[src/hw/rtl/tars_pkg.sv]
package tars_pkg;

  localparam int VERTEX_DEPTH_DEF = 4096;
  localparam int FRAC_BITS_DEF    = 16;

  // item field widths
  localparam int SLOT_W  = 12;
  localparam int COORD_W = 32;
  localparam int VTX_W   = 3 * COORD_W;
  localparam int RATIO_W = 32;
  localparam int SUM_W   = 64;
  localparam int CNT_W   = 32;

  // datapath widths
  localparam int EDGE_W    = COORD_W + 1;
  localparam int RAD_W     = 2 * EDGE_W;
  localparam int TERM_W    = EDGE_W + 1;
  localparam int MUL_DIG_W = 8;
  localparam int MUL_A_W   = 2 * TERM_W;
  localparam int MUL_B_W   = ((TERM_W + MUL_DIG_W - 1) / MUL_DIG_W) * MUL_DIG_W;
  localparam int MUL_P_W   = MUL_A_W + MUL_B_W;
  localparam int NUM_W     = 3 * EDGE_W;
  localparam int DEN_W     = 3 * TERM_W;

  typedef enum logic [1:0] {
    CMD_WRITE = 2'd0,
    CMD_TRI   = 2'd1,
    CMD_CLEAR = 2'd2
  } cmd_t;

  typedef struct packed {
    logic [1:0]                cmd;
    logic [SLOT_W-1:0]         vertex_slot;
    logic signed [COORD_W-1:0] pos_x;
    logic signed [COORD_W-1:0] pos_y;
    logic signed [COORD_W-1:0] pos_z;
    logic [SLOT_W-1:0]         corner_a;
    logic [SLOT_W-1:0]         corner_b;
    logic [SLOT_W-1:0]         corner_c;
  } in_item_t;

  typedef struct packed {
    logic [RATIO_W-1:0] aspect_ratio;
    logic               degenerate;
    logic [RATIO_W-1:0] min_ratio;
    logic [RATIO_W-1:0] max_ratio;
    logic [SUM_W-1:0]   ratio_sum;
    logic [CNT_W-1:0]   triangle_count;
  } out_item_t;

endpackage

[src/hw/rtl/tars_mul.sv]
module tars_mul (
  input  logic                          clk,
  input  logic                          rst_n,
  input  logic                          start,
  input  logic [tars_pkg::MUL_A_W-1:0]  op_a,
  input  logic [tars_pkg::MUL_B_W-1:0]  op_b,
  output logic                          done,
  output logic [tars_pkg::MUL_P_W-1:0]  prod
);
  import tars_pkg::*;

  localparam int STEPS = MUL_B_W / MUL_DIG_W;
  localparam int CW    = $clog2(STEPS + 1);

  logic [MUL_P_W-1:0]   acc_r;
  logic [MUL_P_W-1:0]   a_sh_r;
  logic [MUL_B_W-1:0]   b_r;
  logic [CW-1:0]        cnt_r;
  logic                 done_r;
  logic [MUL_DIG_W-1:0] dig;
  logic [MUL_P_W-1:0]   part;

  // one digit of b per cycle
  assign dig  = b_r[MUL_DIG_W-1:0];
  assign part = a_sh_r * MUL_P_W'(dig);

  always_ff @(posedge clk) begin
    if (!rst_n) begin
      cnt_r  <= '0;
      done_r <= 1'b0;
    end else begin
      done_r <= 1'b0;
      if (start) begin
        cnt_r <= CW'(STEPS);
      end else if (cnt_r != '0) begin
        cnt_r <= cnt_r - 1'b1;
        if (cnt_r == CW'(1)) begin
          done_r <= 1'b1;
        end
      end
    end
  end

  // shift-add accumulate
  always_ff @(posedge clk) begin
    if (start) begin
      acc_r  <= '0;
      a_sh_r <= MUL_P_W'(op_a);
      b_r    <= op_b;
    end else if (cnt_r != '0) begin
      acc_r  <= acc_r + part;
      a_sh_r <= a_sh_r << MUL_DIG_W;
      b_r    <= b_r >> MUL_DIG_W;
    end
  end

  assign done = done_r;
  assign prod = acc_r;

endmodule

[config.mk]
export PLATFORM = sky130hd
export DESIGN_NAME = tars_mul
export DESIGN_NICKNAME = d
export VERILOG_FILES = /design/src/hw/rtl/tars_pkg.sv /design/src/hw/rtl/tars_mul.sv
export SDC_FILE = /design/constraint.sdc
export NUM_CORES = 2
export LEC_CHECK = 0
export BUFFER_PORTS_ARGS = -buffer_cell sky130_fd_sc_hd__buf_2
export CORE_UTILIZATION = 50
export CTS_CLUSTER_DIAMETER = 40
export DETAILED_ROUTE_END_ITERATION = 7
export PLACE_DENSITY_LB_ADDON = 0.05
export SLEW_MARGIN = 20
export SYNTH_ARGS = -nofsm -noshare
export SYNTH_HDL_FRONTEND = slang
export SYNTH_SLANG_ARGS = --single-unit
[constraint.sdc]
create_clock -name clk -period 10.3 [get_ports clk]
set_input_delay 1.03 -clock clk [delete_from_list [all_inputs] [get_ports clk]]
set_output_delay 1.03 -clock clk [all_outputs]
set_load 0.1 [all_outputs]
==> results.toml <==
[global_routing]
grt_pass1_vias = 31700
grt-ovfl-total = 0
grt_pass1_wl_microns = 184000
grt_antenna_before_repair = 4
track_usage_pct = 30.3
grt_max_degree = 109

[placed_design]
dp_hpwl_microns = 86500
placed_area_sq_um = 41000
dp_cells = 5428
portBuffers = 219
place_congestion = 0.933

[synthesis]
synth.avg_cell_area_sq_um = 8.98
ys_ff_latch = 260
yosysTopAreaCellShare_pct = 36.5
ys_types = 87
synth_warnings = 0
syn_inst = 4391
synthArstFlopShare_pct = 0
yosysTopAreaCell = "fa_1"
synth_compound_area_share_pct = 9.68
synthMuxAreaShare_pct = 2.73
netlist_area_sq_um = 39400
synth_area_leaders = "fa_1 (36%), and2_1 (9.5%), edfxtp_1 (8.2%)"
synth_edf_count = 108
synth.net_count = 5340
synth_top_family_by_area = "adder cells"
synth-adder-area-share_pct = 40.3
synthSimpleGateAreaFrac_pct = 18.2
synthXorXnorAreaFrac_pct = 2.27
synth_flop_cell = "dfxtp_1"
ys_seq_area_share_pct = 16.0

[detailed_routing]
dr.first_iter.drc_count = 2130
vias_per_cell = 5.48
wl_microns = 117000
ant_nets = 0
drcViolationCount = 0
dr.pass1.iters = 6
num_vias = 30500
wl_per_cell_microns = 21.0

[final_layout]
layout-drive-gt1-share_pct = 11.0
fin_cells = 5560
final_area_sq_um = 43500
nFillCells = 7233
n_antenna_cell = 0
area_growth_pct = 10.3
nets = 5412
final_cell_mix = "inv_1 (842), fa_1 (718), and2_1 (601), nand2_1 (528), a21oi_1 (241)"
layout_commonest_cell = "inv_1"
fin_util_pct = 56.0

[sta]
skew_ns = 0.0371
min_period_over_period_pct = 70.8
slew_headroom_pct = 22.5
setup_viol = 0
hold_viol = 0
worst_pin_slew_ns = 1.13
drv_slew = 0
finalSetupTns_ns = 0
max_freq_ghz = 0.137
fin_crit_ns = 7.29
rsz0062_at_grt = "false"

[worst_setup_path]
reg2regPathDepth = 20
critPathCaptureType = "flop"
cp.required_ns = 10.77
worstSetupPathType = "reg2reg"
start_kind = "flop"
r2r_slack_ns = 3.01
worstPathMaxFanout = 62
r2r_end = "prod[103]"
r2r_start = "b_r[1]"
arrival_ns = 7.76

[floorplan]
die-area_sq_um = 79900
die_x_microns = 283
dieHeight_microns = 283
row_count = 102
initial_core_util_pct = 50.7
core_sq_um = 77700
ios = 220

[hold_path]
hold_class = "reg2reg"
min-delay-start = "a_sh_r[107]"
hold_end = "a_sh_r[107]"
whs_path_depth = 2

[clock_network]
htree_num_levels = 3
cts_buffers = 73
postCtsSetupRepairBufs = 0
hold_buffers = 0
clkTransAtPathRegs_ns = 0.05
cts-resized-gates = 0
clock_latency_ns = 0.64
cts.path.max_buffers = 3
cts_sinks = 260
ctsRootBufferMaster = "clkbuf_16"
cts_tree = "done"

[flow_run]
cap_violations = 0

[status]
status = "finished, final reports clean"
-- routing by layer --
metal  part of all wire (%)  up-vias  global-route usage, %
met3                    6.4      185                   4.83
met1                     45    15500                   42.5
met4                    2.9        0                   8.79
met2                     46     1001                   48.5
li1                       -    13800                      -
met5                      0        -                      0
-- worst max-delay path: stages (launching register included) --
cell and delay [ns]:
edfxtp_1 0.36, buf_4 0.69, nand2_1 0.15, fa_1 0.53, inv_1 0.07, fa_1 0.49, fa_1 0.54, inv_1 0.05
fa_1 0.47, inv_1 0.04, ha_1 0.46, nand4_1 0.24, nor3_1 0.46, nand4_1 0.23, a2111oi_2 0.45, o21ai_0 0.20
a31oi_1 0.35, nor2_1 0.22, o41ai_1 0.72, or4b_1 0.21, o311ai_0 0.11
-- stage by stage --
step,setup slack (ns),hold WS (ns)
4_1_cts,3.19,0.459
3_3_place_gp,3.30,0.442
3_5_place_dp,3.20,0.448
5_1_grt,2.70,0.483
6_report,3.01,0.458
2_1_floorplan,4.37,0.432
-- cell families after synthesis --
logic type / count (synthesis)
DFF: 260
muxes: 96
AOI/OAI and AO/OA: 602
and+or+nand+nor: 1403
adders and majority gates: 838
xor gates and xnor gates: 102
buffers and inverters: 1090
-- registers in the layout, indices dropped and copies added, names as in the netlist --
name,flops
b_r,40
a_sh_r,108
done,1
cnt_r,3
prod,108
-- how the worst max path moves through the flow --
stage | startpoint | to | slack [ns] | cells past startpoint
2_1_floorplan | prod[23] | prod[64] | 4.37 | 20
3_3_place_gp | b_r[0] | prod[86] | 3.30 | 18
3_5_place_dp | b_r[1] | prod[103] | 3.20 | 20
4_1_cts | b_r[1] | prod[103] | 3.19 | 20
5_1_grt | b_r[1] | prod[103] | 2.70 | 20
6_report | b_r[1] | prod[103] | 3.01 | 20
-- cell usage after synthesis, drive strengths merged, types with 51 or more instances --
master and count:
nor2 107, mux2 93, edfxtp 108, dfxtp 152, xnor2 76, nand4 56
and2 602, buf 51, fa 718, ha 120, inv 842, a21o 54
a21oi 243, o21ai 92, nand2 528, clkbuf 194
-- area by class of cell --
type	instances	area, sq um	area share [%]
clock buffer	82	1900	4.37
clock inverter	50	611	1.40
timing repair buffer	244	1360	3.12
inverter	843	3170	7.29
multi-input combinational	3041	28900	66.4
tap	1040	1300	2.99
sequential	260	6290	14.5
Power is not shown: default switching activity piles up to over one toggle a cycle in this logic, so the estimate is an artifact.
