## config.mk

```make
export PLATFORM = sky130hd
export DESIGN_NAME = tars_root
export DESIGN_NICKNAME = d
export VERILOG_FILES = /design/src/hw/rtl/tars_pkg.sv /design/src/hw/rtl/tars_root.sv
export SDC_FILE = /design/constraint.sdc
export NUM_CORES = 1
export LEC_CHECK = 0
export BUFFER_PORTS_ARGS = -buffer_cell sky130_fd_sc_hd__buf_2
export CORE_MARGIN = 8
export CORE_UTILIZATION = 53
export CTS_CLUSTER_SIZE = 40
export DETAILED_ROUTE_END_ITERATION = 7
export PLACE_DENSITY = 0.78
export SLEW_MARGIN = 20
export SYNTH_ARGS = -nofsm -noshare
export SYNTH_HDL_FRONTEND = slang
export SYNTH_SLANG_ARGS = --single-unit
export TNS_END_PERCENT = 10
```

## constraint.sdc

```tcl
create_clock -name clk -period 3.05 [get_ports clk]
set_input_delay 0 -clock clk [delete_from_list [all_inputs] [get_ports clk]]
set_output_delay 0 -clock clk [all_outputs]
set_load 0.05 [all_outputs]
```

## src/hw/rtl/tars_pkg.sv

```systemverilog
package tars_pkg;

  localparam int VERTEX_DEPTH_DEF = 4096;
  localparam int FRAC_BITS_DEF    = 16;

  // item field widths
  localparam int SLOT_W  = 12;
  localparam int COORD_W = 32;
  localparam int VTX_W   = 3 * COORD_W;
  localparam int RATIO_W = 32;
  localparam int SUM_W   = 64;
  localparam int CNT_W   = 32;

  // datapath widths
  localparam int EDGE_W    = COORD_W + 1;
  localparam int RAD_W     = 2 * EDGE_W;
  localparam int TERM_W    = EDGE_W + 1;
  localparam int MUL_DIG_W = 8;
  localparam int MUL_A_W   = 2 * TERM_W;
  localparam int MUL_B_W   = ((TERM_W + MUL_DIG_W - 1) / MUL_DIG_W) * MUL_DIG_W;
  localparam int MUL_P_W   = MUL_A_W + MUL_B_W;
  localparam int NUM_W     = 3 * EDGE_W;
  localparam int DEN_W     = 3 * TERM_W;

  typedef enum logic [1:0] {
    CMD_WRITE = 2'd0,
    CMD_TRI   = 2'd1,
    CMD_CLEAR = 2'd2
  } cmd_t;

  typedef struct packed {
    logic [1:0]                cmd;
    logic [SLOT_W-1:0]         vertex_slot;
    logic signed [COORD_W-1:0] pos_x;
    logic signed [COORD_W-1:0] pos_y;
    logic signed [COORD_W-1:0] pos_z;
    logic [SLOT_W-1:0]         corner_a;
    logic [SLOT_W-1:0]         corner_b;
    logic [SLOT_W-1:0]         corner_c;
  } in_item_t;

  typedef struct packed {
    logic [RATIO_W-1:0] aspect_ratio;
    logic               degenerate;
    logic [RATIO_W-1:0] min_ratio;
    logic [RATIO_W-1:0] max_ratio;
    logic [SUM_W-1:0]   ratio_sum;
    logic [CNT_W-1:0]   triangle_count;
  } out_item_t;

endpackage

```

## src/hw/rtl/tars_root.sv

```systemverilog
module tars_root (
  input  logic                        clk,
  input  logic                        rst_n,
  input  logic                        start,
  input  logic [tars_pkg::RAD_W-1:0]  rad,
  output logic                        done,
  output logic [tars_pkg::EDGE_W-1:0] root
);
  import tars_pkg::*;

  localparam int CW    = $clog2(EDGE_W + 1);
  localparam int REM_W = EDGE_W + 3;

  logic [RAD_W-1:0]  rad_r;
  logic [EDGE_W-1:0] root_r;
  logic [REM_W-1:0]  rem_r;
  logic [REM_W-1:0]  rem_t;
  logic [REM_W-1:0]  trial;
  logic              ge;
  logic [CW-1:0]     cnt_r;
  logic              done_r;

  // digit-by-digit square root, one result bit per cycle
  assign rem_t = {rem_r[REM_W-3:0], rad_r[RAD_W-1 -: 2]};
  assign trial = REM_W'({root_r, 2'b01});
  assign ge    = rem_t >= trial;

  always_ff @(posedge clk) begin
    if (!rst_n) begin
      cnt_r  <= '0;
      done_r <= 1'b0;
    end else begin
      done_r <= 1'b0;
      if (start) begin
        cnt_r <= CW'(EDGE_W);
      end else if (cnt_r != '0) begin
        cnt_r <= cnt_r - 1'b1;
        if (cnt_r == CW'(1)) begin
          done_r <= 1'b1;
        end
      end
    end
  end

  always_ff @(posedge clk) begin
    if (start) begin
      rad_r  <= rad;
      root_r <= '0;
      rem_r  <= '0;
    end else if (cnt_r != '0) begin
      rem_r  <= ge ? (rem_t - trial) : rem_t;
      root_r <= {root_r[EDGE_W-2:0], ge};
      rad_r  <= rad_r << 2;
    end
  end

  assign done = done_r;
  assign root = root_r;

endmodule

```

==> flow_metrics.env <==
export IMPL_dieArea_sq_um=18900
export IMPL_synth_flop_cell="dfxtp_1"
export IMPL_synth_edf_count=66
export IMPL_utilization_pct=68.1
export IMPL_gp_congestion=0.867
export IMPL_p_leak_nw=4.00
export IMPL_final_nets=1088
export IMPL_dp_hpwl_um=12800
export IMPL_whs_ns=0.0406
export IMPL_wl_per_cell_um=16.7
export IMPL_grt_max_degree=67
export IMPL_clk_latency_ns=0.43
export IMPL_synth_top_area_share_pct=25.3
export IMPL_startpoint="root[0]$_SDFFE_PP0N_"
export IMPL_r2r_slack_ns=0.13
export IMPL_final_common_cell="nand2_1"
export IMPL_path_clk_slew_ns=0.06
export IMPL_avgSynthCellArea_sq_um=9.51
export IMPL_synthArstFlopShare_pct=0
export IMPL_path_max_fanout=6
export IMPL_drcViolationCount=0
export IMPL_place_port_buffers=102
export IMPL_period_minus_slack_ns=2.92
export IMPL_period_share_pct=95.7
export IMPL_clock_sinks=140
export IMPL_max_freq_mhz=343
export IMPL_ir_worst_vdd_v=0.000514
export IMPL_grt_pass1_vias=6660
export IMPL_vias_per_cell=5.57
export IMPL_clockPowerShare_pct=22.6
export IMPL_worstReg2RegEnd="rem_r[31]$_SDFFE_PP0N_"
export IMPL_max_cap_viol_count=0
export IMPL_r2r_cells=10
export IMPL_antenna_found_initial=0
export IMPL_hold_path_class="in -> reg"
export IMPL_clockBufferDepth=2
export IMPL_worstHoldStart="start"
export IMPL_worstPathRequired_ns=3.39
export IMPL_grt_pass1_wl_um=32500
export IMPL_rows=44
export IMPL_cts_max_level=4
export IMPL_io_pins=103
export IMPL_wl_um=19700
export IMPL_tightest_slew_ns=0.816
export IMPL_critPathCapture="rem_r[31]$_SDFFE_PP0N_"
export IMPL_end_kind="flop"
export IMPL_tritoncts="yes"
export IMPL_grt_ovfl_total=0
export IMPL_pwr_share_seq_pct=27.5
export IMPL_hold_viol_final=0
export IMPL_fin_skew_ns=0.00785
export IMPL_critPathArrivalTime_ns=3.26
export IMPL_synth_top_area_cell="edfxtp_1"
export IMPL_timing_worst_setup_path_type="reg -> reg"
export IMPL_relSlewSlack_pct=45.6
export IMPL_syn_to_final_growth_pct=26.0
export IMPL_drtPass1Iterations=5
export IMPL_antenna_left=0
export IMPL_core_sq_um=14500
export IMPL_layout_common_cells="123 x nand2_1, 101 x buf_2, 74 x dfxtp_1"
export IMPL_synth_warnings=0
export IMPL_drtIter0Drc=518
export IMPL_synthesis_nets=929
export IMPL_setup_viol=0
export IMPL_root_buffer="clkbuf_16"
export IMPL_die_h_um=137
export IMPL_p_comb_share_pct=49.9
export IMPL_die_width_um=137
export IMPL_ys_types=59
export IMPL_intPower_mw=5.79
export IMPL_syn_cell_area_sq_um=7820
export IMPL_min_path_cells=2
export IMPL_cts_buffers=17
export IMPL_ys_seq_area_share_pct=44.3
export IMPL_status="complete, no violations"
export IMPL_start_kind="flop"
export IMPL_power_density_nw_per_um2=975
export IMPL_ys_seq_elements=140
export IMPL_via_count=6562
export IMPL_antennaDiodeCount=0
export IMPL_power_switching_mw=3.81
export IMPL_rr_startpoint="root[0]$_SDFFE_PP0N_"
export IMPL_grt_usage_pct=21.5
export IMPL_ys_top_cells_by_area="edfxtp_1 25%, dfxtp_1 19%, mux2_2 9.4%"
export IMPL_layout_drive_gt1_share_pct=24.5
export IMPL_sw_frac_of_total_pct=39.7
export IMPL_synth_cells=822
export IMPL_slew_viol_final=0
export IMPL_initial_utilization_pct=54.0
[flip-flops by register name, summed over array words and instances (netlist names)]
signal,flops
rad_r,66
root,33
rem_r,34
done,1
cnt_r,6
[repair_timing]
| action | in CTS | in global routing |
|---|---|---|
| hold endpoints to repair | 72 | 0 |
| hold buffers | 67 | 0 |
| buffers inserted | 0 | 2 |
| setup endpoints to repair | 0 | 34 |
| gates resized for setup | 0 | 9 |
[how the worst min path moves through the flow]
stage                            end  slack (ns)
3_5_place_dp   cnt_r[5]$_SDFFE_PN0P_        0.25
5_1_grt        rem_r[1]$_SDFFE_PP0N_        0.08
4_1_cts        rem_r[1]$_SDFFE_PP0N_        0.02
3_3_place_gp   cnt_r[0]$_SDFFE_PN0P_        0.24
6_report       rem_r[1]$_SDFFE_PP0N_        0.04
2_1_floorplan  cnt_r[0]$_SDFFE_PN0P_        0.12
[stage by stage]
step | setup TNS, ns | instances | setup WS, ns | area, sq um | total power [mW]
after floorplan | 0 | 822 | 0.0616 | 7820 | 6.16
after global placement | 0 | 1077 | 0.127 | 8530 | 7.18
after detailed placement | 0 | 1077 | 0.0981 | 8530 | 7.24
after CTS | 0 | 1176 | 0.0822 | 9810 | 9.51
after global routing | -0.213 | 1178 | -0.0476 | 9850 | 10.3
final | 0 | 1178 | 0.133 | 9850 | 9.61
[power by group through the flow]
stage                     sequential, mW  clock (mW)  combinational [mW]
after global routing                2.67        2.28                5.31
after global placement              2.65           0                4.53
after detailed placement            2.65           0                4.59
after CTS                           2.62        2.19                4.69
after floorplan                     2.63           0                3.53
final                               2.64        2.17                4.80
[routing by layer]
layer | part of all wire [%] | up-vias | routed length [um] | GRT usage [%]
met2 | 48 | 184 | 9520 | 35.3
met4 | 1.7 | 0 | 340 | 7.48
li1 | - | 3261 | - | -
met3 | 6.6 | 34 | 1300 | 6.97
met1 | 43 | 3083 | 8560 | 25.9
met5 | 0 | - | 0 | 0
[kinds of logic after synthesis]
logic type	after synthesis	share of synthesized area, %
compound gates	189	16.6
buf+inv	97	4.91
fa+ha+maj	38	6.08
xor+xnor	31	3.47
flops	140	44.3
simple gates	260	15.1
mux	67	9.61
[cell usage after synthesis, types with 9 or more instances]
| library cell | instances |
|---|---|
| nand2_1 | 124 |
| dfxtp_1 | 74 |
| a21oi_1 | 66 |
| edfxtp_1 | 66 |
| mux2_2 | 65 |
| nor2_1 | 57 |
| inv_1 | 45 |
| ha_1 | 38 |
| clkbuf_1 | 35 |
| xnor2_1 | 23 |
| o21ai_0 | 21 |
| a311oi_1 | 20 |
| a21o_1 | 16 |
| buf_2 | 16 |
| nor3_1 | 14 |
| a211oi_1 | 13 |
| nand4_1 | 13 |
| nand2b_1 | 9 |
| nand3_1 | 9 |
[worst max-delay path, stage by stage, from the launching register on]
cell      delay (ns)
dfxtp_1         0.42
inv_1           0.08
ha_1            0.23
or3_4           0.41
o22ai_4         0.24
o211ai_2        0.16
o41ai_2         0.36
o31ai_1         0.17
and4_1          0.21
a2111o_1        0.36
a211oi_2        0.19
[layout make-up]
cell class                 instances  area [sq um]
clock buffer                      17           425
clock inverter                    15           188
multi-input combinational        585          4010
sequential                       140          3460
fill                            1123          4630
inverter                          45           169
tap                              184           230
timing repair buffer             192          1370
Note: power is estimated with default switching activity, not from simulation.
