`config.mk`:
```
export PLATFORM = sky130hd
export DESIGN_NAME = tars_div
export DESIGN_NICKNAME = d
export VERILOG_FILES = /design/src/hw/rtl/tars_pkg.sv /design/src/hw/rtl/tars_div.sv
export SDC_FILE = /design/constraint.sdc
export NUM_CORES = 1
export LEC_CHECK = 0
export ABC_AREA = 1
export ABC_CLOCK_PERIOD_IN_PS = 11000
export BUFFER_PORTS_ARGS = -buffer_cell sky130_fd_sc_hd__buf_4
export CAP_MARGIN = 25
export CORE_AREA = 2 2 229 254
export CTS_CLUSTER_SIZE = 16
export DETAILED_ROUTE_END_ITERATION = 16
export DIE_AREA = 0 0 231 256
export PLACE_DENSITY_LB_ADDON = 0.12
export SLEW_MARGIN = 20
export SYNTH_ARGS = -nofsm -noshare
export SYNTH_HDL_FRONTEND = slang
export SYNTH_SLANG_ARGS = --single-unit
```
`constraint.sdc`:
```
create_clock -name clk -period 11 [get_ports clk]
set_input_delay 3.3 -clock clk [delete_from_list [all_inputs] [get_ports clk]]
set_output_delay 3.3 -clock clk [all_outputs]
set_load 0.05 [all_outputs]
```
`src/hw/rtl/tars_pkg.sv`:
```
package tars_pkg;

  localparam int VERTEX_DEPTH_DEF = 4096;
  localparam int FRAC_BITS_DEF    = 16;

  // item field widths
  localparam int SLOT_W  = 12;
  localparam int COORD_W = 32;
  localparam int VTX_W   = 3 * COORD_W;
  localparam int RATIO_W = 32;
  localparam int SUM_W   = 64;
  localparam int CNT_W   = 32;

  // datapath widths
  localparam int EDGE_W    = COORD_W + 1;
  localparam int RAD_W     = 2 * EDGE_W;
  localparam int TERM_W    = EDGE_W + 1;
  localparam int MUL_DIG_W = 8;
  localparam int MUL_A_W   = 2 * TERM_W;
  localparam int MUL_B_W   = ((TERM_W + MUL_DIG_W - 1) / MUL_DIG_W) * MUL_DIG_W;
  localparam int MUL_P_W   = MUL_A_W + MUL_B_W;
  localparam int NUM_W     = 3 * EDGE_W;
  localparam int DEN_W     = 3 * TERM_W;

  typedef enum logic [1:0] {
    CMD_WRITE = 2'd0,
    CMD_TRI   = 2'd1,
    CMD_CLEAR = 2'd2
  } cmd_t;

  typedef struct packed {
    logic [1:0]                cmd;
    logic [SLOT_W-1:0]         vertex_slot;
    logic signed [COORD_W-1:0] pos_x;
    logic signed [COORD_W-1:0] pos_y;
    logic signed [COORD_W-1:0] pos_z;
    logic [SLOT_W-1:0]         corner_a;
    logic [SLOT_W-1:0]         corner_b;
    logic [SLOT_W-1:0]         corner_c;
  } in_item_t;

  typedef struct packed {
    logic [RATIO_W-1:0] aspect_ratio;
    logic               degenerate;
    logic [RATIO_W-1:0] min_ratio;
    logic [RATIO_W-1:0] max_ratio;
    logic [SUM_W-1:0]   ratio_sum;
    logic [CNT_W-1:0]   triangle_count;
  } out_item_t;

endpackage

```
`src/hw/rtl/tars_div.sv`:
```
module tars_div #(
  parameter int FRAC_BITS = tars_pkg::FRAC_BITS_DEF
) (
  input  logic                         clk,
  input  logic                         rst_n,
  input  logic                         start,
  input  logic [tars_pkg::NUM_W-1:0]   num,
  input  logic [tars_pkg::DEN_W-1:0]   den,
  output logic                         done,
  output logic [tars_pkg::RATIO_W-1:0] quot
);
  import tars_pkg::*;

  localparam int SN_W  = NUM_W + FRAC_BITS;
  localparam int DS_W  = DEN_W + RATIO_W - 1;
  localparam int CMP_W = ((SN_W > DS_W) ? SN_W : DS_W) + 1;
  localparam int CW    = $clog2(RATIO_W + 1);

  logic [SN_W-1:0]    sn;
  logic [SN_W-1:0]    rem_r;
  logic [DS_W-1:0]    dsh_r;
  logic [RATIO_W-1:0] q_r;
  logic               sat;
  logic               sat_r;
  logic               ge;
  logic [CW-1:0]      cnt_r;
  logic               done_r;

  // scaled numerator, overflow test against den * 2^32
  assign sn  = SN_W'(num) << FRAC_BITS;
  assign sat = CMP_W'(sn) >= (CMP_W'(den) << RATIO_W);
  assign ge  = CMP_W'(dsh_r) <= CMP_W'(rem_r);

  always_ff @(posedge clk) begin
    if (!rst_n) begin
      cnt_r  <= '0;
      done_r <= 1'b0;
    end else begin
      done_r <= 1'b0;
      if (start) begin
        cnt_r <= CW'(RATIO_W);
      end else if (cnt_r != '0) begin
        cnt_r <= cnt_r - 1'b1;
        if (cnt_r == CW'(1)) begin
          done_r <= 1'b1;
        end
      end
    end
  end

  // restoring division, one quotient bit per cycle
  always_ff @(posedge clk) begin
    if (start) begin
      rem_r <= sn;
      dsh_r <= DS_W'(den) << (RATIO_W - 1);
      sat_r <= sat;
    end else if (cnt_r != '0) begin
      if (ge) begin
        rem_r <= rem_r - SN_W'(dsh_r);
      end
      q_r   <= {q_r[RATIO_W-2:0], ge};
      dsh_r <= dsh_r >> 1;
    end
  end

  assign done = done_r;
  assign quot = sat_r ? '1 : q_r;

endmodule

```
==> summary.md <==
| Metric | Value |
|---|---|
| Max FO, Critical Path | 73 |
| Post-cts hold buffer count | 0 |
| Pin count of the biggest net entering global routing | 100 |
| Worst-path clk slew | roughly 0.060 ns |
| Die width | ~230 µm |
| Area after DPL | a little over 0.03 mm² |
| Global route overflow | 0 |
| # clock sinks | 288 |
| GPL Wtd Cong | 1.06 |
| Fin. max-slew vios | 0 |
| Cell depth of the worst hold path | 0 |
| Commonest cells after routing, fill and taps aside | nand2_1 (1,307), inv_1 (931), ha_1 (315) |
| Final Hold Fails | 0 |
| Worst slew margin | 0.334 |
| Worst Setup Start Kind | input pin |
| CTS tree | yes |
| Peak Freq | 169 MHz |
| Share of layout cells above drive strength 1 | 0.0954 |
| WL per Instance | 19.4 µm |
| Number of global-route vias before repair | approximately 27,000 |
| Yosys reg bits | around 290 |
| Setup_tns | 0 ns |
| Crit path max-delay family | buffers and inverters |
| Max-Cap Viols | 0 |
| Die H | between 200 and 300 µm |
| Register area share after synthesis | 0.289 |
| Largest stage delay on the critical path | 0.80 ns |
| Setup Skew | between 0.015 and 0.02 ns |
| Critical path cell sequence | buf_4, inv_4, buf_4, nand2_4, buf_4 |
| Crit Path Class | in -> reg |
| Iteration-0 DRC count of the detailed router | around 2,100 |
| Period utilization | 0.539 |
| Antenna violations before repair | 0 |
| Total vias in the final route | around 28,000 |
| Post-synth EDFFs | 234 |
| Distinct cells, synth | 51 |
| Antenna viol nets, final | 0 |
| Area growth, synth to finish | 13.0% |
| Pre-Repair DR Iteration Count | 7 |
| Total Wirelength | a little over 100,000 µm |
| Most common cell after layout, fill and taps aside | nand2_1 |
| Mapped Cells | 4,230 |
| Buffers and inverters on the worst path | 4 |
| Post-route design area | 0.0317 mm² |
| FP Rows | 92 |
| Synthesized area | about 0.028 mm² |
| Worst-Margin Slew | 0.999 ns |
| Synth warn | 0 |
| Dpl hpwl | 84,800 µm |
| Min Tclk post-route | 5.93 ns |
| Post-CTS Resized | 0 |
| First-pass GRT wire length | roughly 150,000 µm |
| WP depth | 5 |
| Worst path slowest cell | buf_4 |
| Syn avg cell area | ~6.6 µm² |
| Post-synth top flop | edfxtp_1 |
| CTS Buffer Depth | 3 |
| CP endpoint kind | flip-flop |
| PortBufs | 236 |
| RSZ-0062 raised after global routing | no |
| Routed vias/inst | about 5.3 |
| Core Area | around 0.057 mm² |
| Worst-case vdd ir drop | 176 µV |
| Pleak | 16.7 nW |
| Full die area | just under 0.06 mm² |
| H-tree Lvls | 2 |
| Starting Density | 0.495 |
| Pwr per Cell Area | 163 mW/mm² |
| Critical Path Most Common Cell | buf_4 |
| CTS Buf Count | 35 |
| Net count after synthesis | 4,750 |
| Req. time, crit path | 11.18 ns |
| Worst Hold Class | reg -> reg |
| Outcome | finished clean |
| Setup violations, final | 0 |
| Tot GR Track Use | 0.339 |
| Root buf cell | clkbuf_16 |
| Postcts setup bufs | 0 |
| Fin nets | ~5,000 |
| Top-Level Pins | 237 |
| Skew-Pair Late Insertion Delay | 0.57 ns |
| Residual DRC | 0 |
| Fraction of registers with async set or reset after synthesis | 0 |
| Crit path DAT | 6.11 ns |
| FF-to-FF path depth | 12 |
[where the power goes]
group | internal [mW] | switching [mW]
clock network | 0.670 | 0.488
registers | 1.39 | 0.0966
logic | 0.737 | 1.78
[metal layers]
layer  track usage  wire [µm]  share of wire
met5             0          0              0
met4         0.172       5800          0.057
met2         0.558      46200           0.46
met1         0.439      43200           0.43
met3        0.0401       5970          0.059
[cells in the mapped netlist, types with 5 or more instances]
| cell type | count | area share |
|---|---|---|
| xor2_1 | 12 | 0.0037 |
| nand2_2 | 17 | 0.0038 |
| ha_1 | 315 | 0.14 |
| nand2_1 | 1310 | 0.18 |
| xnor2_1 | 52 | 0.016 |
| inv_1 | 931 | 0.12 |
| nor2_4 | 6 | 0.0024 |
| buf_2 | 6 | 0.0011 |
| a22o_1 | 5 | 0.0016 |
| and2_1 | 7 | 0.0016 |
| a21oi_2 | 16 | 0.0050 |
| nor2_1 | 304 | 0.041 |
| nor3_1 | 36 | 0.0064 |
| edfxtp_1 | 234 | 0.25 |
| dfxtp_1 | 54 | 0.039 |
| or2_2 | 33 | 0.0074 |
| o21bai_1 | 15 | 0.0040 |
| a21o_1 | 7 | 0.0019 |
| o22ai_1 | 113 | 0.025 |
| buf_6 | 8 | 0.0032 |
| o21ai_0 | 146 | 0.026 |
| o22ai_2 | 9 | 0.0040 |
| nor4_1 | 15 | 0.0033 |
| o21ai_2 | 21 | 0.0066 |
| nor2_2 | 19 | 0.0042 |
| nand3b_1 | 11 | 0.0029 |
| nand4_1 | 67 | 0.015 |
| o21a_1 | 5 | 0.0013 |
| nand3_1 | 156 | 0.028 |
| a21oi_1 | 223 | 0.040 |
| clkbuf_1 | 46 | 0.0062 |
[worst register-to-register path: cells and delay by family, from the launching register on]
kind / cells / cell delay (ns)
AND/OR/NAND/NOR: 10 / 2.91
flip-flops: 1 / 0.39
adder cells (fa/ha/maj): 1 / 0.45
buffers and inverters: 1 / 0.54
[path summary, 6_finish.rpt]
| check | startpoint | to | slack [ns] |
|---|---|---|---|
| worst max-delay path | start | dsh_r[57] | 5.07 |
| worst min-delay path | q_r[27] | q_r[28] | 0.44 |
| worst max register to register | dsh_r[60] | rem_r[57] | 6.17 |
| worst min register to register | q_r[27] | q_r[28] | 0.44 |
[layout make-up]
type | count | area, µm²
tap | 752 | 941
sequential | 288 | 8110
antenna | 1 | 2.50
timing repair buffer | 246 | 1850
inverter | 935 | 3510
clock inverter | 16 | 119
fill | 6000 | 25000
clock buffer | 48 | 1010
multi-input combinational | 2943 | 16100
[cell families after synthesis]
logic type | count (synthesis) | synth area share
AO/OA/AOI/OAI | 574 | 0.119
XOR/XNOR | 64 | 0.0200
adder cells (fa/ha/maj) | 316 | 0.141
buffers and inverters | 999 | 0.137
flip-flops | 288 | 0.289
AND/OR/NAND/NOR | 1989 | 0.294
[stage by stage]
step	instances	setup slack [ns]	total power, mW	hold WS (ns)	utilization
5_1_grt	5228	4.88	5.47	0.449	0.559
4_1_cts	5228	5.04	5.14	0.438	0.559
3_5_place_dp	5164	4.45	3.97	0.427	0.539
3_3_place_gp	5164	4.47	3.97	0.424	0.539
2_1_floorplan	4230	3.77	3.08	0.417	-
6_report	5229	5.07	5.16	0.441	0.559
[registers in the layout, indices dropped and copies added, names as in the netlist]
signal,flops
dsh_r,133
rem_r,115
cnt_r,6
sat_r,1
done,1
q_r,32
No activity file was read; power rests on OpenSTA's default activity.
